===== src/hw/rtl/relative_range_bearing_unit_defines.svh =====
// ---------------------------------------------------------------------------
// Relative range and bearing unit: assertion macros
// Shared property wrappers, clocked on clk and disabled while rst_n is low.
// ---------------------------------------------------------------------------
`ifndef RELATIVE_RANGE_BEARING_UNIT_DEFINES_SVH
`define RELATIVE_RANGE_BEARING_UNIT_DEFINES_SVH

// Consequent checked in the same cycle as the antecedent.
`define RRB_ASSERT_NOW(label, ante, cons, msg) \
    label: assert property (@(posedge clk) disable iff (!rst_n) (ante) |-> (cons)) \
        else $error(msg);

// Consequent checked in the cycle after the antecedent.
`define RRB_ASSERT_NEXT(label, ante, cons, msg) \
    label: assert property (@(posedge clk) disable iff (!rst_n) (ante) |=> (cons)) \
        else $error(msg);

`endif


===== src/hw/rtl/rrb_pkg.sv =====
// ---------------------------------------------------------------------------
// rrb_pkg
// Types, constants and the arctangent step table of the range/bearing unit.
// ---------------------------------------------------------------------------
`default_nettype none

package rrb_pkg;

    localparam int POSITION_BITS        = 24;
    localparam int CORDIC_STEPS_DEFAULT = 16;
    localparam int FRAC_SHIFT           = 8;
    // Pre-scaled difference plus headroom for the CORDIC gain and sign.
    localparam int WORK_BITS            = POSITION_BITS + 12;
    localparam int ANGLE_BITS           = 32;
    localparam int HEADING_BITS         = 16;
    localparam int RANGE_BITS           = 25;
    localparam int SPLIT_BITS           = 20;
    localparam int ROUND_SHIFT          = 40;
    localparam int GAIN_BITS            = 32;

    localparam logic [GAIN_BITS-1:0]  INV_GAIN   = 32'd2608131496;
    localparam logic [ANGLE_BITS-1:0] ANGLE_PI   = 32'h8000_0000;
    localparam logic [ANGLE_BITS-1:0] ANGLE_HALF = 32'h0000_8000;

    typedef struct packed {
        logic signed [POSITION_BITS-1:0] observer_x;
        logic signed [POSITION_BITS-1:0] observer_y;
        logic signed [HEADING_BITS-1:0]  observer_heading;
        logic signed [POSITION_BITS-1:0] target_x;
        logic signed [POSITION_BITS-1:0] target_y;
    } query_t;

    typedef struct packed {
        logic [RANGE_BITS-1:0]          range;
        logic signed [HEADING_BITS-1:0] bearing;
    } result_t;

    typedef struct packed {
        logic signed [WORK_BITS-1:0] x;
        logic signed [WORK_BITS-1:0] y;
        logic [ANGLE_BITS-1:0]       z;
        logic                        zero;
        logic [HEADING_BITS-1:0]     heading;
    } cordic_word_t;

    // round(atan(2^-i) * 2^32 / (2*pi))
    function automatic logic [ANGLE_BITS-1:0] atan_step(input int unsigned idx);
        logic [ANGLE_BITS-1:0] t;
        case (idx)
            0:       t = 32'd536870912;
            1:       t = 32'd316933406;
            2:       t = 32'd167458907;
            3:       t = 32'd85004756;
            4:       t = 32'd42667331;
            5:       t = 32'd21354465;
            6:       t = 32'd10679838;
            7:       t = 32'd5340245;
            8:       t = 32'd2670163;
            9:       t = 32'd1335087;
            10:      t = 32'd667544;
            11:      t = 32'd333772;
            12:      t = 32'd166886;
            13:      t = 32'd83443;
            14:      t = 32'd41722;
            15:      t = 32'd20861;
            16:      t = 32'd10430;
            17:      t = 32'd5215;
            18:      t = 32'd2608;
            19:      t = 32'd1304;
            20:      t = 32'd652;
            21:      t = 32'd326;
            22:      t = 32'd163;
            23:      t = 32'd81;
            24:      t = 32'd41;
            25:      t = 32'd20;
            26:      t = 32'd10;
            27:      t = 32'd5;
            28:      t = 32'd3;
            29:      t = 32'd1;
            30:      t = 32'd1;
            default: t = 32'd0;
        endcase
        return t;
    endfunction

endpackage

`default_nettype wire


===== src/hw/rtl/rrb_prep.sv =====
// ---------------------------------------------------------------------------
// rrb_prep
// Forms the target offset, folds it into the right half plane and scales it.
// ---------------------------------------------------------------------------
`default_nettype none

module rrb_prep
    import rrb_pkg::*;
(
    input  wire logic         clk,
    input  wire logic         rst_n,
    input  wire logic         in_valid,
    input  wire query_t       query,
    output logic              out_valid,
    output cordic_word_t      out_word
);

    logic         valid_reg;
    logic         valid_next;
    cordic_word_t word_reg;
    cordic_word_t word_next;

    logic signed [WORK_BITS-1:0] dx;
    logic signed [WORK_BITS-1:0] dy;
    logic signed [WORK_BITS-1:0] fx;
    logic signed [WORK_BITS-1:0] fy;
    logic                        flip;

    always_comb
    begin
        // y grows downward, so the vertical offset is observer minus target.
        dx   = WORK_BITS'(query.target_x) - WORK_BITS'(query.observer_x);
        dy   = WORK_BITS'(query.observer_y) - WORK_BITS'(query.target_y);
        flip = dx[WORK_BITS-1];
        fx   = flip ? -dx : dx;
        fy   = flip ? -dy : dy;

        valid_next        = in_valid;
        word_next.x       = fx <<< FRAC_SHIFT;
        word_next.y       = fy <<< FRAC_SHIFT;
        word_next.z       = flip ? ANGLE_PI : '0;
        word_next.zero    = (dx == '0) && (dy == '0);
        word_next.heading = query.observer_heading;
    end

    always_ff @(posedge clk or negedge rst_n)
    begin
        if (!rst_n)
        begin
            valid_reg <= 1'b0;
        end
        else
        begin
            valid_reg <= valid_next;
        end
    end

    always_ff @(posedge clk)
    begin
        word_reg <= word_next;
    end

    assign out_valid = valid_reg;
    assign out_word  = word_reg;

endmodule

`default_nettype wire


===== config.mk =====
export PLATFORM = sky130hd
export DESIGN_NAME = rrb_prep
export DESIGN_NICKNAME = d
export VERILOG_FILES = /design/src/hw/rtl/relative_range_bearing_unit_defines.svh /design/src/hw/rtl/rrb_pkg.sv /design/src/hw/rtl/rrb_prep.sv
export SDC_FILE = /design/constraint.sdc
export NUM_CORES = 1
export LEC_CHECK = 0
export ABC_AREA = 1
export BUFFER_PORTS_ARGS = -buffer_cell sky130_fd_sc_hd__buf_2
export CORE_MARGIN = 2
export CORE_UTILIZATION = 57
export DETAILED_ROUTE_END_ITERATION = 8
export PLACE_DENSITY = 0.95
export SYNTH_ARGS = -nofsm -noshare
export SYNTH_HDL_FRONTEND = slang
export SYNTH_SLANG_ARGS = --single-unit

===== constraint.sdc =====
create_clock -name clk -period 1.7 [get_ports clk]
set_clock_uncertainty 0.2 [all_clocks]
set_input_delay 0.255 -clock clk [delete_from_list [all_inputs] [get_ports clk]]
set_output_delay 0.255 -clock clk [all_outputs]
set_load 0.01 [all_outputs]

==> results.md, run 1 <==
* Ys flop type: dfxtp_1
* IO Pins at 237
* Yosys warning total at 0
* Top cell type's share of synthesized area at 0.211
* Synth async-reset ratio at 0.0133
* Crit. endpoint post-GRT repair: out_word[75]$_DFF_P_/D
* Stopped at: global routing (5_1_grt)
* Syn Inst Count at 1195
* Port bufs at 189
* Die W at around 120 um
* Cell taking the most area after synthesis: nand2_1
* Syn avg cell area at 6.01 um2
* Number of synthesized flops with an enable pin at 0
* Post-synthesis sequential area ratio at 0.210
* CTS max path bufs at 2
* Clk sinks at 75
* H-tree depth reported by CTS at 3
* Post-DP HPWL at 17800 um
* Placed Cells at between 1.5k and 2k
* Largest net degree at the start of global routing at 14
* Die height at 116 um
* Unique masters post-synth at 40
* All-Layer GR Usage at 0.728
* Most instantiated cells after synthesis: nand2_1, inv_1, nand3_1, nor2_1, dfxtp_1
* Worst End Pin Type: register input
* Top-count cell post-synth: nand2_1
* Cells taking the most area after synthesis: nand2_1, dfxtp_1, inv_1
* Number of synthesized register bits at 75
* Status: did not finish
* DP Area at 9780 um2
* First Error: [ERROR GRT-0232] Routing congestion too high. Check the congestion heatmap in the GUI.
* Root Buffer: clkbuf_16
* Num CTS Buffers at 9
* Initial Util at 0.577
* Row cnt at just over 40
* GRT overflow at between 40 and 50
* GPL Wtd Cong at approximately 0.96
* Cell Area, Synth at 7190 um2
[what timing repair did]
item,in CTS
pin swaps,62
hold buffers,18
gates resized for setup,113
setup endpoints to repair,53
cloned,3
hold endpoints to repair,18
setup buffers,17
[routing by layer]
layer | track usage | GRT overflow
met1 | 0.677 | 0
met2 | 0.926 | 24
met3 | 0.584 | 2
met4 | 0.778 | 17
met5 | 0.230 | 1
[per-stage QoR]
stage          setup slack, ns  hold slack (ns)
3_3_place_gp            -0.978           -0.171
2_1_floorplan           -0.670           -0.241
4_1_cts                 -0.570           0.0272
3_5_place_dp             -1.08           -0.163
[cells by family after synthesis]
group	Yosys count	synth area share
buffers and inverters	289	0.182
adders and majority gates	52	0.0926
AOI/OAI and AO/OA	75	0.0573
xor gates and xnor gates	40	0.0519
and+or+nand+nor	663	0.406
DFF	75	0.210
other	1	0.000522
==> run 2, diff against run 1 <==
- CORE_UTILIZATION: 57 -> 40
- PLACE_DENSITY: 0.95 -> not set
- PLACE_DENSITY_LB_ADDON: not set -> 0.15
==> run 2 against run 1 <==
  * The flow now finishes, with violations (negative setup slack)
  * Area after synthesis unchanged
  * Synthesized cell count unchanged
==> results.md, run 2 <==
* Root Buffer: clkbuf_16
* Crit path DAT at 2.33 ns
* Setup TNS at -28.75 ns
* Share of layout cells above drive strength 1 at 0.446
* Num CTS Buffers at 9 (unchanged)
* Cell taking the most area after synthesis: nand2_1
* Number of antenna violations at the first check in global routing at 0
* Synth async-reset ratio at 0.0133 (unchanged)
* Top-count cell post-synth: nand2_1
* DRT Wirelength at between 20000 and 25000 um
* Final hold vios at 0
* Commonest non-fill, non-tap cell in the layout: nand2_1
* Failing checks: negative setup slack
* Largest register FFs at 74
* Syn Inst Count at 1195 (unchanged)
* Tmin final at 2.31 ns
* CTS max path bufs at 2 (unchanged)
* Final #Nets at around 1.8k
* Initial DRC Count at 396
* Cell Area, Synth at 7190 um2 (unchanged)
* Most frequent cells in the layout: nand2_1, inv_1, buf_4
* Unique masters post-synth at 40 (unchanged)
* Drt first pass iters at 5
* Max Freq at 433 MHz
* Number of global-route vias before repair at around 7.5k
* Worst Setup SP: query[64]
* CP Launch Type: input pin
* Port bufs at 189 (unchanged)
* Area added between synthesis and finish at 66.0%
* Row cnt at 49 (+20%)
* Cells taking the most area after synthesis: nand2_1, dfxtp_1, inv_1
* Crit path kind: input pin to register
* Top cell type's share of synthesized area at 0.211 (unchanged)
* Number of synthesized register bits at 75 (unchanged)
* Yosys warning total at 0 (unchanged)
* Initial Util at 0.404 (-0.172)
* # Max-Cap Violations at 0
* P_leak at 6.51 nW
* Crit end category: register
* Number of synthesized flops with an enable pin at 0 (unchanged)
* Number of routed nets with antenna violations at 0
* Largest net degree at the start of global routing at 16
* CTS clk-pin slew, worst paths at about 0.060 ns
* GRT overflow at 0
* CP Max Fanout at 3
* Ys flop type: dfxtp_1
* CTS tree: yes
* RSZ-0062 raised after global routing: true
* Die height at 138 um (+19%)
* Most instantiated cells after synthesis: nand2_1, inv_1, nand3_1, nor2_1, dfxtp_1
* Clk sinks at 75 (unchanged)
* # setup viols final at 53
* Class of the worst hold path: input pin to async pin
* N_diodes at 0
* CP required at 1.72 ns
* Status: complete, but fails checks
* DR vias at 8456
* Setup slack after layout at -0.611 ns
* Die W at 138 um (+19%)
* DRC viols at 0
* Maximum vdd drop at 0.00105 V
* All-Layer GR Usage at 0.224
* Post-DP HPWL at 17600 um (-0.95%)
* IO Pins at 237 (unchanged)
* Core box area at 17800 um2
* PwrDens at ~800 nW/um2
* GPL Wtd Cong at 0.881 (-7.9%)
* H-tree depth reported by CTS at 3 (unchanged)
* Vias/cell at ~4.5
* Syn avg cell area at 6.01 um2 (unchanged)
* Fin. max-slew vios at 0
* Total power draw at 9.57 mW
* Period utilization at 1.36
* Total die area at approximately 19000 um2
* Global-route wire length before repair at 35500 um
* Mean routed wirelength per cell at 12.5 um
* Post-synthesis sequential area ratio at 0.210 (unchanged)
run 2: cell counts after synthesis:
No cell type changed its count.
run 2: worst max-delay path, stage by stage:
cell	delay (ns)
buf_8	0.08
inv_8	0.03
ha_4	0.15
fa_2	0.39
inv_2	0.11
nand2_1	0.09
nand3_2	0.10
nand2_1	0.05
nand2_1	0.09
nand2_2	0.10
nor2_4	0.16
nand3_2	0.13
nor2_2	0.16
nand3_2	0.13
nand2_8	0.10
nand2_1	0.06
nand2_1	0.07
nand2_2	0.07
run 2: cell families (layout without fill, tap and decap cells):
kind of cell,after synthesis,count (layout),share of synthesized area
simple gates,663,664,0.406
buf+inv,289,680,0.182
compound gates,75,75,0.0573
flops,75,75,0.210
fa+ha+maj,52,52,0.0926
xor+xnor,40,40,0.0519
other cells,1,50,0.000522
run 2: where the power goes:
| group | internal, mW | leakage [nW] | total, mW | switching [mW] |
|---|---|---|---|---|
| sequential | 2.21 | 0.635 | 2.40 | 0.183 |
| clock | 1.14 | 0.143 | 1.90 | 0.758 |
| combinational | 2.43 | 5.74 | 5.27 | 2.84 |
| total | 5.79 | 6.51 | 9.57 | 3.78 |
run 2: worst paths after layout:
kind	endpoint	slack (ns)	cells after the start
min	out_valid	0.01	2
min in group clk	out_word[58]	0.18	3
max	out_word[80]	-0.61	18
max in group asynchronous	out_valid	1.20	2
run 2: cell type report:
cell class | instances | area, um2
multi-input combinational | 881 | 5940
fill | 1569 | 5850
inverter | 234 | 893
timing repair buffer | 430 | 3010
clock buffer | 10 | 229
tap | 229 | 287
sequential | 75 | 1510
clock inverter | 6 | 65.1
run 2: per-stage QoR:
step	area [um2]	worst slack [ns]	std cells	util	hold WS (ns)
3_5_place_dp	9880	-1.06	1803	0.556	-0.167
6_report	11900	-0.611	1865	0.671	0.0142
2_1_floorplan	7570	-0.670	1244	-	-0.241
3_3_place_gp	9880	-1.11	1803	0.556	-0.170
5_1_grt	11900	-0.732	1865	0.671	0.0233
4_1_cts	11000	-0.590	1854	0.616	0.00859
run 2: what timing repair did:
action | in CTS | in global routing
endpoints found under the hold margin | 20 | 0
hold buffers | 20 | 0
buffers inserted | 12 | 10
pin swaps | 39 | 50
gates resized for setup | 93 | 176
gates cloned | 3 | 2
endpoints found under the setup margin | 53 | 53
run 2: metal layers:
layer  vias to the layer above  GRT usage  part of all wire
li1                       4436          -                 -
met1                      3720      0.311              0.46
met2                       278      0.371              0.46
met3                        22     0.0395             0.063
met4                         0     0.0381             0.010
met5                         -          0                 0
Note: power is estimated with default switching activity, not from simulation.
