File: src/hw/rtl/relative_range_bearing_unit_defines.svh
// ---------------------------------------------------------------------------
// Relative range and bearing unit: assertion macros
// Shared property wrappers, clocked on clk and disabled while rst_n is low.
// ---------------------------------------------------------------------------
`ifndef RELATIVE_RANGE_BEARING_UNIT_DEFINES_SVH
`define RELATIVE_RANGE_BEARING_UNIT_DEFINES_SVH

// Consequent checked in the same cycle as the antecedent.
`define RRB_ASSERT_NOW(label, ante, cons, msg) \
    label: assert property (@(posedge clk) disable iff (!rst_n) (ante) |-> (cons)) \
        else $error(msg);

// Consequent checked in the cycle after the antecedent.
`define RRB_ASSERT_NEXT(label, ante, cons, msg) \
    label: assert property (@(posedge clk) disable iff (!rst_n) (ante) |=> (cons)) \
        else $error(msg);

`endif

File: src/hw/rtl/rrb_pkg.sv
// ---------------------------------------------------------------------------
// rrb_pkg
// Types, constants and the arctangent step table of the range/bearing unit.
// ---------------------------------------------------------------------------
`default_nettype none

package rrb_pkg;

    localparam int POSITION_BITS        = 24;
    localparam int CORDIC_STEPS_DEFAULT = 16;
    localparam int FRAC_SHIFT           = 8;
    // Pre-scaled difference plus headroom for the CORDIC gain and sign.
    localparam int WORK_BITS            = POSITION_BITS + 12;
    localparam int ANGLE_BITS           = 32;
    localparam int HEADING_BITS         = 16;
    localparam int RANGE_BITS           = 25;
    localparam int SPLIT_BITS           = 20;
    localparam int ROUND_SHIFT          = 40;
    localparam int GAIN_BITS            = 32;

    localparam logic [GAIN_BITS-1:0]  INV_GAIN   = 32'd2608131496;
    localparam logic [ANGLE_BITS-1:0] ANGLE_PI   = 32'h8000_0000;
    localparam logic [ANGLE_BITS-1:0] ANGLE_HALF = 32'h0000_8000;

    typedef struct packed {
        logic signed [POSITION_BITS-1:0] observer_x;
        logic signed [POSITION_BITS-1:0] observer_y;
        logic signed [HEADING_BITS-1:0]  observer_heading;
        logic signed [POSITION_BITS-1:0] target_x;
        logic signed [POSITION_BITS-1:0] target_y;
    } query_t;

    typedef struct packed {
        logic [RANGE_BITS-1:0]          range;
        logic signed [HEADING_BITS-1:0] bearing;
    } result_t;

    typedef struct packed {
        logic signed [WORK_BITS-1:0] x;
        logic signed [WORK_BITS-1:0] y;
        logic [ANGLE_BITS-1:0]       z;
        logic                        zero;
        logic [HEADING_BITS-1:0]     heading;
    } cordic_word_t;

    // round(atan(2^-i) * 2^32 / (2*pi))
    function automatic logic [ANGLE_BITS-1:0] atan_step(input int unsigned idx);
        logic [ANGLE_BITS-1:0] t;
        case (idx)
            0:       t = 32'd536870912;
            1:       t = 32'd316933406;
            2:       t = 32'd167458907;
            3:       t = 32'd85004756;
            4:       t = 32'd42667331;
            5:       t = 32'd21354465;
            6:       t = 32'd10679838;
            7:       t = 32'd5340245;
            8:       t = 32'd2670163;
            9:       t = 32'd1335087;
            10:      t = 32'd667544;
            11:      t = 32'd333772;
            12:      t = 32'd166886;
            13:      t = 32'd83443;
            14:      t = 32'd41722;
            15:      t = 32'd20861;
            16:      t = 32'd10430;
            17:      t = 32'd5215;
            18:      t = 32'd2608;
            19:      t = 32'd1304;
            20:      t = 32'd652;
            21:      t = 32'd326;
            22:      t = 32'd163;
            23:      t = 32'd81;
            24:      t = 32'd41;
            25:      t = 32'd20;
            26:      t = 32'd10;
            27:      t = 32'd5;
            28:      t = 32'd3;
            29:      t = 32'd1;
            30:      t = 32'd1;
            default: t = 32'd0;
        endcase
        return t;
    endfunction

endpackage

`default_nettype wire

File: src/hw/rtl/rrb_scale.sv
// ---------------------------------------------------------------------------
// rrb_scale
// Removes the CORDIC gain from the magnitude and forms the relative bearing.
// ---------------------------------------------------------------------------
`default_nettype none

module rrb_scale
    import rrb_pkg::*;
(
    input  wire logic         clk,
    input  wire logic         rst_n,
    input  wire logic         in_valid,
    input  wire cordic_word_t in_word,
    output logic              out_valid,
    output result_t           out_result
);

    localparam int HiBits     = WORK_BITS - 1 - SPLIT_BITS;
    localparam int HiProdBits = HiBits + GAIN_BITS;
    localparam int LoProdBits = SPLIT_BITS + GAIN_BITS;
    localparam int SumBits    = HiProdBits + SPLIT_BITS + 1;
    localparam int FullBits   = SumBits - ROUND_SHIFT;

    // Product stage
    logic                    prod_valid_reg;
    logic                    prod_valid_next;
    logic [HiProdBits-1:0]   hi_prod_reg;
    logic [HiProdBits-1:0]   hi_prod_next;
    logic [LoProdBits-1:0]   lo_prod_reg;
    logic [LoProdBits-1:0]   lo_prod_next;
    logic [HEADING_BITS-1:0] bearing_reg;
    logic [HEADING_BITS-1:0] bearing_next;

    // Output stage
    logic    res_valid_reg;
    logic    res_valid_next;
    result_t res_reg;
    result_t res_next;

    logic [WORK_BITS-2:0]    mag;
    logic [ANGLE_BITS-1:0]   angle_rnd;
    logic [SumBits-1:0]      sum;
    logic [FullBits-1:0]     full;

    always_comb
    begin
        mag          = in_word.x[WORK_BITS-1] ? '0 : in_word.x[WORK_BITS-2:0];
        hi_prod_next = HiProdBits'(mag[WORK_BITS-2:SPLIT_BITS]) * HiProdBits'(INV_GAIN);
        lo_prod_next = LoProdBits'(mag[SPLIT_BITS-1:0]) * LoProdBits'(INV_GAIN);
        angle_rnd    = in_word.z + ANGLE_HALF;
        // With the observer on the target the direction counts as zero.
        bearing_next = in_word.zero ? in_word.heading
                                    : in_word.heading - angle_rnd[ANGLE_BITS-1:16];
        prod_valid_next = in_valid;
    end

    always_comb
    begin
        sum  = (SumBits'(hi_prod_reg) << SPLIT_BITS) + SumBits'(lo_prod_reg)
             + (SumBits'(1) << (ROUND_SHIFT - 1));
        full = sum[SumBits-1:ROUND_SHIFT];
        res_next.range   = (|full[FullBits-1:RANGE_BITS]) ? '1 : full[RANGE_BITS-1:0];
        res_next.bearing = bearing_reg;
        res_valid_next   = prod_valid_reg;
    end

    always_ff @(posedge clk or negedge rst_n)
    begin
        if (!rst_n)
        begin
            prod_valid_reg <= 1'b0;
            res_valid_reg  <= 1'b0;
        end
        else
        begin
            prod_valid_reg <= prod_valid_next;
            res_valid_reg  <= res_valid_next;
        end
    end

    always_ff @(posedge clk)
    begin
        hi_prod_reg <= hi_prod_next;
        lo_prod_reg <= lo_prod_next;
        bearing_reg <= bearing_next;
        res_reg     <= res_next;
    end

    assign out_valid  = res_valid_reg;
    assign out_result = res_reg;

endmodule

`default_nettype wire
File: config.mk
export PLATFORM = sky130hd
export DESIGN_NAME = rrb_scale
export DESIGN_NICKNAME = d
export VERILOG_FILES = /design/src/hw/rtl/relative_range_bearing_unit_defines.svh /design/src/hw/rtl/rrb_pkg.sv /design/src/hw/rtl/rrb_scale.sv
export SDC_FILE = /design/constraint.sdc
export NUM_CORES = 1
export LEC_CHECK = 0
export BUFFER_PORTS_ARGS = -buffer_cell sky130_fd_sc_hd__buf_4
export CORE_MARGIN = 4
export CORE_UTILIZATION = 55
export CTS_CLUSTER_SIZE = 8
export DETAILED_ROUTE_END_ITERATION = 10
export PLACE_DENSITY = 0.77
export SLEW_MARGIN = 20
export SYNTH_ARGS = -nofsm -noshare
export SYNTH_HDL_FRONTEND = slang
export SYNTH_SLANG_ARGS = --single-unit
export TNS_END_PERCENT = 5
File: constraint.sdc
create_clock -name clk -period 2.8 [get_ports clk]
set_input_delay 0.56 -clock clk [delete_from_list [all_inputs] [get_ports clk]]
set_output_delay 0.56 -clock clk [all_outputs]
set_load 0.005 [all_outputs]
# Word-level counts from Yosys, hierarchy flattened
# Index checks and enable logic that the tools add are counted.
word_totals:
  ff_bits: 152
  inputBits: 124
classes:
  add_sub_neg: 4
  n_mul: 2
  muxes: 2
  reduce_logical: 1
ops:
  columns: ["cell", "n"]
  rows:
  - ["adder 67 x 52 -> 68 bit", 1]
  - ["adder 68 x 40 -> 68 bit, second input constant", 1]
  - ["multiplier 20 x 29 -> 49 bit, second input constant", 1]
  - ["multiplier 15 x 29 -> 44 bit, second input constant", 1]
  - ["2-to-1 mux 35 bit", 1]
  - ["adder 32 x 16 -> 32 bit, second input constant", 1]
  - ["2-to-1 mux 16 bit", 1]
  - ["subtractor 16 bit", 1]
  - ["OR reduction 3 bit", 1]

# Longest topological paths before layout
depth:
  depth_word: 3
  ltp_mapped: 28
  depth_no_buf: 27

# Worst setup path before layout
# Ideal clock, no wire load.
synth_path:
  path_type: "input to register"
  startpoint: "input port in_word[120] (netlist bit)"
  endpoint: "register lo_prod_reg[45]"
  setup_ns: 0.127
  arrival_ns: 7.278
  required_time_ns: 2.673
  path_slack_ns: -4.604
  path_stages: 26
  path_buffers: 3
  path_cell_list: "clkbuf_1 -> clkbuf_1 -> buf_1 -> nor2b_1 -> fa_1 -> fa_1 -> inv_1 -> fa_1 -> fa_1 -> inv_1 -> fa_1 -> fa_1 -> inv_1 -> fa_1 -> inv_1 -> ha_1 -> and4_1 -> a31o_2 -> a21oi_1 -> o21ai_0 -> nand2_1 -> o211ai_2 -> a31o_2 -> a221oi_1 -> o21ai_0 -> xor2_1"
synth_via:
  elab_chain_len: 2
synth_lines:
  columns: ["item", "line_no", "rtl"]
  rows:
  - ["start: declaration", "rrb_scale.sv:13", "input wire cordic_word_t in_word,"]
  - ["2-to-1 mux 35 bit", "rrb_scale.sv:47", "mag = in_word.x[WORK_BITS-1] ? '0 : in_word.x[WORK_BITS-2:0];"]
  - ["multiplier 20 x 29 -> 49 bit", "rrb_scale.sv:49", "lo_prod_next = LoProdBits'(mag[SPLIT_BITS-1:0]) * LoProdBits'(INV_GAIN);"]
  - ["net lo_prod_next[45]", "rrb_scale.sv:30", "logic [LoProdBits-1:0] lo_prod_next;"]
  - ["end signal: assignment", "rrb_scale.sv:84", "lo_prod_reg <= lo_prod_next;"]
  - ["end: declaration", "rrb_scale.sv:29", "logic [LoProdBits-1:0] lo_prod_reg;"]
# The timed path passes the listed nets, and every way through them passes these cells.
# A chain may end at the register's enable or synchronous reset.

# Worst setup path in the final report
# Same ends and word-level chain as after synthesis.

==> impl_metrics.yaml <==
timing:
  setup_violations: 93
  setup_ws_ns: -3.707
  hold-worst-slack_ns: 0.2293
  clock_skew_ns: 0.006356
  rsz0062_at_grt: "yes"
  period_needed_ns: 6.507
  worst_pin_slew_ns: 0.8850
  finalSetupTns_ns: -214.99
  slew_viol_final: 0
  min_period_over_period: 2.324
  hold_viol_final: 0
  fmax_mhz: 153.7
  timing.slew.headroom: 0.4100
final_layout:
  syn_to_final_growth_pct: 32.46
  layout.nets: 3941
  largest_reg_flops: 44
  diodes: 0
  layout-drive-gt1-share: 0.3103
synth:
  synth_top_area_frac: 0.3472
  ys.flop_type: "dfxtp_1"
  yosys.area.top_type: "fa_1"
  yosysUniqueCellTypes: 63
  ys_warn_count: 0
  yosys-top-cells-area: "fa_1 35%, ha_1 23%, dfxtp_1 11%, inv_1 9.6%, xnor2_1 2.5%"
  synthArstFlopShare: 0.01515
  syn_area_um2: 22780
  yosysSeqAreaShare: 0.1165
  synth_nets: 3243
  synth_edf_count: 0
  syn_area_per_cell_um2: 9.907
  yosys-top-cells-count: "581 x inv_1, 425 x ha_1, 395 x fa_1"
  synthMostInstantiatedCell: "inv_1"
  ys_seq_elements: 132
  synthCells: 2299
critical_path:
  cp.buffers_inverters: 8
  worstSetupPathType: "in2reg"
  reg2reg_from: "hi_prod_reg[15]"
  start_kind: "primary input"
  worst-r2r-setup-slack_ns: -0.91
  path_delay_family: "adder cells"
  r2r_cells: 12
  end_kind: "flop"
  startpoint: "in_word[120]"
  cpPeakStageDelay_ns: 0.57
  required_ns: 3.12
  cp.arrival_ns: 6.83
  worstReg2RegEnd: "out_result[16]"
  cp_num_cells: 27
  cp_max_fo: 6
  cp_slowest_cell: "fa_2"
  crit_path_end: "lo_prod_reg[45]"
placement:
  io_buffer_count: 114
  dpl.hpwl_um: 58210
  routabilityCongestion: 0.9946
floorplan:
  fp.coreArea_um2: 40920
  die_w_um: 211.5
  pin_count: 166
  die_area_um2: 44730
  die_y_um: 211.5
  start_util: 0.5565
  rows: 74
route:
  drc: 0
  via_per_inst: 5.147
  ant_nets: 0
  wl_per_cell_um: 18.51
  routed_wl_um: 65550
  dr.pass1.iters: 5
  drtIter0Drc: 1009
  vias: 18230
worst_hold_path:
  hp-class: "in2reg"
clocking:
  clk_pin_slew_worst_paths_ns: 0.06
  root_buffer: "clkbuf_16"
  cts.sink_count: 132
  ctsLongestPathBuffers: 2
  cts_tree: "done"
  clk_latency_ns: 0.44
  htreeDepth: 4
  cts_buffers: 17
global_routing:
  grt_pass1_wl_um: 105400
  grt_max_degree: 31
  track_usage: 0.3028
  grt.overflow.total: 0
  antenna_found_initial: 0
  grt_pass1_vias: 19770
outcome:
  violations: "setup timing"
  status: "finished, violations left"
run:
  maxCapViolCount: 0
-- worst min-delay path by stage --
stage                               start        endpoint  slack (ns)  depth (start not counted)
after floorplan                     rst_n       out_valid        0.26                          0
after global placement    bearing_reg[15]  out_result[15]        0.31                          0
after detailed placement  bearing_reg[15]  out_result[15]        0.31                          0
after CTS                        in_valid  prod_valid_reg        0.20                          1
after global routing             in_valid  prod_valid_reg        0.22                          1
final                            in_valid  prod_valid_reg        0.23                          1
-- cells in the final DEF (no fill, tap or decap), types with 12 or more instances in the layout --
cell         n
dfxtp_1    130
nand2b_1    23
xor2_1      55
nand3_1     27
nor3_1      14
a21oi_2     22
or2_2       12
and3_1      21
nor2b_1     15
inv_1      549
nor2_1      53
nand2_1     93
o21ai_1     16
fa_2        29
fa_1       366
inv_2       32
o21ai_0     41
clkbuf_16   17
a21oi_1     78
a21o_1      43
buf_4      683
ha_1       394
o21bai_1    15
ha_4        23
xnor2_1     63
-- area by class of cell --
cell class	count	area [um2]
Inverter	582	2185
Sequential cell	132	2653
Fill cell	3009	10760
Clock buffer	17	425.4
Tap cell	532	665.6
Timing Repair Buffer	695	5341
Clock inverter	15	132.6
Multi-Input combinational cell	1569	18770
-- per-layer routing --
metal  vias up  GRT usage  wire, um
met5         -          0         0
met4         0    0.04554       932
met3        51    0.04905      3605
met2       376     0.4861     30380
met1      9109     0.4470     30640
li1       8694          -         -
-- timing repair --
action / CTS / global route
hold buffers: 1 / 0
resized for setup: 109 / 66
pin swaps: 71 / 67
hold endpoints to repair: 2 / 0
cloned: 2 / 0
setup endpoints to repair: 98 / 97
setup buffers: 12 / 7
-- stage by stage --
step	setup WS, ns	util	area (um2)	std cells
after floorplan	-3.852	-	23090	2299
after global placement	-4.387	0.7009	28680	3488
after detailed placement	-4.521	0.7009	28680	3488
final	-3.707	0.7372	30170	3542
after global routing	-3.842	0.7372	30170	3542
after CTS	-3.700	0.7294	29850	3535
-- cell families after synthesis --
kind of cell / synth area share
adder cells (fa/ha/maj): 0.5811
buffers and inverters: 0.09921
AND/OR/NAND/NOR: 0.07114
AO/OA/AOI/OAI: 0.08543
flip-flops: 0.1165
XOR/XNOR: 0.04615
multiplexers: 0.0004944
Power is left out: the tool's default activity adds up to more than one toggle a clock period on the data nets, which glitch-free logic cannot reach.
