--- src/hw/rtl/relative_range_bearing_unit_defines.svh ---
// ---------------------------------------------------------------------------
// Relative range and bearing unit: assertion macros
// Shared property wrappers, clocked on clk and disabled while rst_n is low.
// ---------------------------------------------------------------------------
`ifndef RELATIVE_RANGE_BEARING_UNIT_DEFINES_SVH
`define RELATIVE_RANGE_BEARING_UNIT_DEFINES_SVH

// Consequent checked in the same cycle as the antecedent.
`define RRB_ASSERT_NOW(label, ante, cons, msg) \
    label: assert property (@(posedge clk) disable iff (!rst_n) (ante) |-> (cons)) \
        else $error(msg);

// Consequent checked in the cycle after the antecedent.
`define RRB_ASSERT_NEXT(label, ante, cons, msg) \
    label: assert property (@(posedge clk) disable iff (!rst_n) (ante) |=> (cons)) \
        else $error(msg);

`endif

--- src/hw/rtl/rrb_pkg.sv ---
// ---------------------------------------------------------------------------
// rrb_pkg
// Types, constants and the arctangent step table of the range/bearing unit.
// ---------------------------------------------------------------------------
`default_nettype none

package rrb_pkg;

    localparam int POSITION_BITS        = 24;
    localparam int CORDIC_STEPS_DEFAULT = 16;
    localparam int FRAC_SHIFT           = 8;
    // Pre-scaled difference plus headroom for the CORDIC gain and sign.
    localparam int WORK_BITS            = POSITION_BITS + 12;
    localparam int ANGLE_BITS           = 32;
    localparam int HEADING_BITS         = 16;
    localparam int RANGE_BITS           = 25;
    localparam int SPLIT_BITS           = 20;
    localparam int ROUND_SHIFT          = 40;
    localparam int GAIN_BITS            = 32;

    localparam logic [GAIN_BITS-1:0]  INV_GAIN   = 32'd2608131496;
    localparam logic [ANGLE_BITS-1:0] ANGLE_PI   = 32'h8000_0000;
    localparam logic [ANGLE_BITS-1:0] ANGLE_HALF = 32'h0000_8000;

    typedef struct packed {
        logic signed [POSITION_BITS-1:0] observer_x;
        logic signed [POSITION_BITS-1:0] observer_y;
        logic signed [HEADING_BITS-1:0]  observer_heading;
        logic signed [POSITION_BITS-1:0] target_x;
        logic signed [POSITION_BITS-1:0] target_y;
    } query_t;

    typedef struct packed {
        logic [RANGE_BITS-1:0]          range;
        logic signed [HEADING_BITS-1:0] bearing;
    } result_t;

    typedef struct packed {
        logic signed [WORK_BITS-1:0] x;
        logic signed [WORK_BITS-1:0] y;
        logic [ANGLE_BITS-1:0]       z;
        logic                        zero;
        logic [HEADING_BITS-1:0]     heading;
    } cordic_word_t;

    // round(atan(2^-i) * 2^32 / (2*pi))
    function automatic logic [ANGLE_BITS-1:0] atan_step(input int unsigned idx);
        logic [ANGLE_BITS-1:0] t;
        case (idx)
            0:       t = 32'd536870912;
            1:       t = 32'd316933406;
            2:       t = 32'd167458907;
            3:       t = 32'd85004756;
            4:       t = 32'd42667331;
            5:       t = 32'd21354465;
            6:       t = 32'd10679838;
            7:       t = 32'd5340245;
            8:       t = 32'd2670163;
            9:       t = 32'd1335087;
            10:      t = 32'd667544;
            11:      t = 32'd333772;
            12:      t = 32'd166886;
            13:      t = 32'd83443;
            14:      t = 32'd41722;
            15:      t = 32'd20861;
            16:      t = 32'd10430;
            17:      t = 32'd5215;
            18:      t = 32'd2608;
            19:      t = 32'd1304;
            20:      t = 32'd652;
            21:      t = 32'd326;
            22:      t = 32'd163;
            23:      t = 32'd81;
            24:      t = 32'd41;
            25:      t = 32'd20;
            26:      t = 32'd10;
            27:      t = 32'd5;
            28:      t = 32'd3;
            29:      t = 32'd1;
            30:      t = 32'd1;
            default: t = 32'd0;
        endcase
        return t;
    endfunction

endpackage

`default_nettype wire

--- src/hw/rtl/rrb_cordic_stage.sv ---
// ---------------------------------------------------------------------------
// rrb_cordic_stage
// One registered CORDIC vectoring micro-rotation with a fixed shift.
// ---------------------------------------------------------------------------
`default_nettype none

module rrb_cordic_stage
    import rrb_pkg::*;
#(
    parameter int unsigned STEP = 0
)
(
    input  wire logic         clk,
    input  wire logic         rst_n,
    input  wire logic         in_valid,
    input  wire cordic_word_t in_word,
    output logic              out_valid,
    output cordic_word_t      out_word
);

    localparam logic [ANGLE_BITS-1:0] StepAngle = atan_step(STEP);

    logic         valid_reg;
    logic         valid_next;
    cordic_word_t word_reg;
    cordic_word_t word_next;

    logic signed [WORK_BITS-1:0] xs;
    logic signed [WORK_BITS-1:0] ys;
    logic                        rot_down;

    always_comb
    begin
        xs       = $signed(in_word.x) >>> STEP;
        ys       = $signed(in_word.y) >>> STEP;
        rot_down = !in_word.y[WORK_BITS-1];

        word_next = in_word;
        if (rot_down)
        begin
            word_next.x = in_word.x + ys;
            word_next.y = in_word.y - xs;
            word_next.z = in_word.z + StepAngle;
        end
        else
        begin
            word_next.x = in_word.x - ys;
            word_next.y = in_word.y + xs;
            word_next.z = in_word.z - StepAngle;
        end
        valid_next = in_valid;
    end

    always_ff @(posedge clk or negedge rst_n)
    begin
        if (!rst_n)
        begin
            valid_reg <= 1'b0;
        end
        else
        begin
            valid_reg <= valid_next;
        end
    end

    always_ff @(posedge clk)
    begin
        word_reg <= word_next;
    end

    assign out_valid = valid_reg;
    assign out_word  = word_reg;

endmodule

`default_nettype wire

--- config.mk ---
export PLATFORM = sky130hd
export DESIGN_NAME = rrb_cordic_stage
export DESIGN_NICKNAME = d
export VERILOG_FILES = /design/src/hw/rtl/relative_range_bearing_unit_defines.svh /design/src/hw/rtl/rrb_pkg.sv /design/src/hw/rtl/rrb_cordic_stage.sv
export SDC_FILE = /design/constraint.sdc
export NUM_CORES = 1
export LEC_CHECK = 0
export ABC_CLOCK_PERIOD_IN_PS = 800
export BUFFER_PORTS_ARGS = -buffer_cell sky130_fd_sc_hd__buf_2
export CORE_MARGIN = 3
export CORE_UTILIZATION = 57
export CTS_BUF_LIST = sky130_fd_sc_hd__clkbuf_4 sky130_fd_sc_hd__clkbuf_8 sky130_fd_sc_hd__clkbuf_16
export DETAILED_ROUTE_END_ITERATION = 12
export PLACE_DENSITY = 0.86
export REMOVE_ABC_BUFFERS = 1
export SYNTH_ARGS = -nofsm -noshare
export SYNTH_HDL_FRONTEND = slang
export SYNTH_SLANG_ARGS = --single-unit
--- constraint.sdc ---
create_clock -name clk -period 0.8 [get_ports clk]
set_input_delay 0.04 -clock clk [delete_from_list [all_inputs] [get_ports clk]]
set_output_delay 0.04 -clock clk [all_outputs]
set_load 0.1 [all_outputs]
==> metrics.md, run 1 <==
| Metric | Value |
|---|---|
| Outcome | `stopped before the end` |
| Failed at | `4_1_cts` |
| First error in the log | `[ERROR DPL-0038] Utilization greater than 100%, impossible to legalize` |
| Area fraction in compound gates after synthesis | `0.254` |
| Dpl cells | `approximately 1900` |
| Library cells used by synthesis | `80` |
| Number of synthesized register bits | `between 100 and 150` |
| Cell Area, Synth | `slightly above 9000 um2` |
| XOR/XNOR Fraction of Synth Area | `0.0657` |
| Cell count after synthesis | `approximately 1100` |
| Number of I/O port buffers | `245` |
| Share of synthesized flip-flops with an asynchronous set or reset | `0.00826` |
| Adder-cell area share of the yosys netlist | `0.159` |
| # H-tree levels | `4` |
| Buffer cell driving the clock tree root | `clkbuf_16` |
| EDFF count, synth | `0` |
| HPWL after detailed placement | `about 39000 um` |
| Part of the Yosys area used for sequential elements | `0.268` |
| Starting Density | `0.590` |
| Average instance area after synthesis | `roughly 8.0 um2` |
| IO Pins | `around 250` |
| Global placement routability congestion | `approximately 1.1` |
| Commonest register cell after synthesis | `dfxtp_1` |
| Number of warnings issued by yosys | `0` |
| Overall die height | `132 um` |
| Setup Fix Bufs, Post-CTS | `108` |
| Simple-Gate Fraction of Synth Area | `0.158` |
| Number of buffers inserted during clock tree synthesis | `17` |
| Number of buffers on the longest clock path | `2` |
| Die span in x | `around 130 um` |
| Hold-fix buffer count after cts | `52` |
| Std cell rows | `45` |
| Portion of netlist area occupied by mux cells | `0.0276` |
| Combinational family with the most area after synthesis | `compound AO/OA/AOI/OAI gates` |
| Sinks on Clock Net | `between 100 and 150` |
| Total of cells resized after clock tree synthesis | `722` |
kinds of logic after synthesis:
group | Yosys count
AND/OR/NAND/NOR | 287
AO/OA/AOI/OAI | 357
XOR/XNOR | 68
multiplexers | 25
buffers and inverters | 159
adder cells (fa/ha/maj) | 113
flip-flops | 121
metrics by stage:
stage          hold slack [ns]  worst slack, ns  cell area [um2]
2_1_floorplan           -0.256            -1.74             8870
3_3_place_gp            -0.185            -2.04            14800
3_5_place_dp            -0.182            -2.39            14800
cells in the mapped netlist, types with 20 or more instances:
cell type  number  area [um2]
xnor2_1        58         508
o21ai_0        75         375
a21oi_1       117         586
dfxtp_1       120        2400
o21bai_1       20         150
nand2_1        67         251
clkbuf_1       30         113
nor3_1         23         115
ha_1          109        1360
inv_1         105         394
mux2i_1        25         250
a21o_1         28         210
nor2_1         81         304
nor2b_1        23         144
==> run 2: changes to the inputs <==
CORE_UTILIZATION = 40   (was 57)
CTS_BUF_LIST = not set   (was sky130_fd_sc_hd__clkbuf_4 sky130_fd_sc_hd__clkbuf_8 sky130_fd_sc_hd__clkbuf_16)
PLACE_DENSITY = not set   (was 0.86)
PLACE_DENSITY_LB_ADDON = 0.15   (was not set)
==> run 2 against run 1 <==
  * The flow now finishes, with violations (setup timing)
  * Synthesized area did not move
  * Synthesized cell count unchanged
==> metrics.md, run 2 <==
| Metric | Value |
|---|---|
| Outcome | `complete, but fails checks` |
| Violations in the final reports | `setup timing` |
| Part of the Yosys area used for sequential elements | `0.268 (unchanged)` |
| Commonest non-fill, non-tap cells in the layout | `401 x buf_4, 125 x buf_12, 113 x dfxtp_2` |
| First-pass GRT wire length | `69600 um` |
| GRT Resource Usage Total | `0.364` |
| Final Slew Violations | `0` |
| Unrepaired setup endpoints after global routing | `yes` |
| Number of warnings issued by yosys | `0 (unchanged)` |
| Starting Density | `0.412 (-0.178)` |
| Max-capacitance violation count | `0` |
| HP Class | `in -> reg` |
| CTS clock-pin slew for the worst setup and hold paths | `about 0.07 ns` |
| Standard cell area after detailed placement | `15200 um2 (+3.2%)` |
| Fin cells | `between 2000 and 2500` |
| Setup TNS | `-101.87 ns` |
| Maximum number of pins on one net before global-route repair | `37` |
| Comb power frac | `0.584` |
| Post-detailed-route via-to-cell ratio | `slightly below 6` |
| Commonest register cell after synthesis | `dfxtp_1` |
| Average wire length per cell after detail routing | `roughly 23 um` |
| Worst Max-Slew Pin Slew | `a little over 0.6 ns` |
| P_int | `roughly 21 mW` |
| Combined area of the multi-input logic cells | `7550 um2` |
| Area of all sequential standard cells | `2590 um2` |
| Cell count after synthesis | `1130 (unchanged)` |
| Number of buffers on the longest clock path | `2 (unchanged)` |
| Die span in x | `157 um (+18%)` |
| Power spent charging and discharging nets | `18.3 mW` |
| Met2 Routed Length | `23200 um` |
| Library cells used by synthesis | `80 (unchanged)` |
| DRC violations left | `0` |
| Number of buffers inserted during clock tree synthesis | `17 (unchanged)` |
| Area growth from synthesis to layout | `107%` |
| Leading cell type in the layout, fill and taps excluded | `buf_4` |
| Period utilisation layout | `3.05` |
| Fraction of power spent switching nets | `0.470` |
| Leakage power of the design | `between 8 and 9 nW` |
| Largest area contributor in the netlist | `dfxtp_1` |
| Cell Area, Synth | `9070 um2 (unchanged)` |
| Largest fanout on the critical path | `5` |
| Total core area | `between 20000 and 25000 um2` |
| Initial detailed-routing violation count | `about 1300` |
| Most instantiated library cell after synthesis | `dfxtp_1` |
| Power Density | `2080 nW/um2` |
| Register share of total power | `0.211` |
| Full die area | `~25000 um2` |
| Routed length on met3 | `between 4000 and 5000 um` |
| Via count of the first global-routing pass | `12685` |
| Global placement routability congestion | `0.996 (-8.8%)` |
| Final setup violation count | `190` |
| Detailed-route via count | `12370` |
| Max_slew headroom | `0.580` |
| Sinks on Clock Net | `121 (unchanged)` |
| Number of nets in the layout | `between 2000 and 2500` |
| Synth top area cells | `dfxtp_1 26%, ha_1 15%, a21oi_1 6.5%, xnor2_1 5.6%, inv_1 4.3%` |
| EDFF count, synth | `0 (unchanged)` |
| Fillers | `roughly 1100` |
| Remaining number of nets flagged by the antenna check after routing | `0` |
| IO Pins | `246 (unchanged)` |
| Average instance area after synthesis | `8.03 um2 (unchanged)` |
| Max Freq | `between 0.4 and 0.5 GHz` |
| Overall die height | `157 um (+18%)` |
| Final worst-path setup slack | `-1.64 ns` |
| # H-tree levels | `4 (unchanged)` |
| Design area | `~19000 um2` |
| Critical Setup Path Class | `in -> reg` |
| Dpl cells | `1997 (+6.3%)` |
| Wirelength, routed | `48200 um` |
| Clock tree from TritonCTS | `yes` |
| Share of synthesized flip-flops with an asynchronous set or reset | `0.00826 (unchanged)` |
| Std cell rows | `54 (+20%)` |
| Number of I/O port buffers | `245 (unchanged)` |
| Fraction of post-synthesis cell area in the top cell type by area | `0.265 (unchanged)` |
| Required time of the critical path | `approximately 1.1 ns` |
| Shortest period the worst path allows | `~2.4 ns` |
| Worst vdd rail ir drop | `~2200 uV` |
| Hold violation total from the final report | `0` |
| Category of the worst setup path launch point | `input pin` |
| Antenna violations before repair | `1` |
| Top metal layer carrying routed signals | `met4` |
| Cell types with the highest counts after synthesis | `120 x dfxtp_1, 117 x a21oi_1, 109 x ha_1` |
| Total grt overflow | `0` |
| Overall Power | `between 30 and 40 mW` |
| HPWL after detailed placement | `30300 um (-22%)` |
| Buffer cell driving the clock tree root | `clkbuf_16` |
| Met1 wire length | `around 18000 um` |
| Core occupancy in the finished layout | `0.851` |
| Arrival time worst endpoint | `between 2 and 3 ns` |
| Portion of total power attributed to the clock network | `0.206` |
| Number of synthesized register bits | `121 (unchanged)` |
| DRT Pass-1 Iters | `6` |
| Share of final-layout standard cells stronger than drive strength 1 | `0.586` |
| Flip-flop count of the largest register, all copies and words added | `120` |
| Setup crit end kind | `flip-flop` |
-- run 2: cell counts after synthesis --
No cell type changed its count.
-- run 2: kinds of logic (layout without fill, tap and decap cells) --
group	count (synthesis)	count (layout)	share of synthesized area
buf+inv	159	885	0.0679
mux	25	25	0.0276
xor+xnor	68	68	0.0657
fa+ha+maj	113	113	0.159
compound gates	357	357	0.254
simple gates	287	287	0.158
other cells	0	2	0
flops	121	121	0.268
-- run 2: power by group through the flow --
| stage | logic [mW] | clock network [mW] | registers, mW |
|---|---|---|---|
| 2_1_floorplan | 3.89 | 0 | 14.9 |
| 3_3_place_gp | 19.6 | 0 | 8.07 |
| 3_5_place_dp | 19.7 | 0 | 8.09 |
| 4_1_cts | 21.7 | 8.00 | 8.20 |
| 5_1_grt | 23.4 | 8.35 | 8.30 |
| 6_report | 22.8 | 8.02 | 8.23 |
-- run 2: final cells by class --
class | count | share of cell area
Multi-Input combinational cell | 850 | 0.402
Timing Repair Buffer | 743 | 0.386
Sequential cell | 121 | 0.138
Inverter | 110 | 0.0232
Clock buffer | 17 | 0.0227
Tap cell | 280 | 0.0187
Clock inverter | 15 | 0.00894
Antenna cell | 2 | 0.000267
-- run 2: path summary, 6_finish.rpt --
path / start / end / slack (ns) / depth (start not counted)
worst min-delay path: in_word[47] / out_word[47]$_DFF_P_ / 0.04 / 4
worst max-delay path: in_word[60] / out_word[83]$_DFF_P_ / -1.64 / 12
min in group asynchronous: rst_n / out_valid$_DFF_PN0_ / 0.44 / 3
max in group asynchronous: rst_n / out_valid$_DFF_PN0_ / 0.25 / 3
-- run 2: per-stage QoR --
step / worst slack (ns) / hold slack [ns]
after detailed placement: -2.12 / -0.185
final: -1.64 / 0.0421
after global routing: -1.66 / 0.0464
after CTS: -1.51 / -0.0172
after global placement: -2.18 / -0.186
after floorplan: -1.74 / -0.256
-- run 2: routing by layer --
layer / global-route usage / vias to the layer above
met4: 0.182 / 0
li1: - / 5385
met1: 0.420 / 5840
met2: 0.637 / 879
met3: 0.0780 / 266
met5: 0 / -
-- run 2: worst max-delay path: stages --
cell	delay [ns]
buf_2	0.11
inv_1	0.09
ha_4	0.23
a21oi_1	0.26
buf_4	0.18
o21bai_1	0.06
a21oi_1	0.41
o211ai_1	0.24
a221o_1	0.35
a221oi_1	0.36
nor2_1	0.07
a221o_1	0.35
-- run 2: what timing repair did --
action,4_1_cts,5_1_grt
buffers inserted,50,16
setup endpoints to repair,190,191
hold buffers,53,0
pin swaps,164,63
resized for setup,477,64
hold endpoints to repair,54,0
Power figures use the tool's default switching activity.
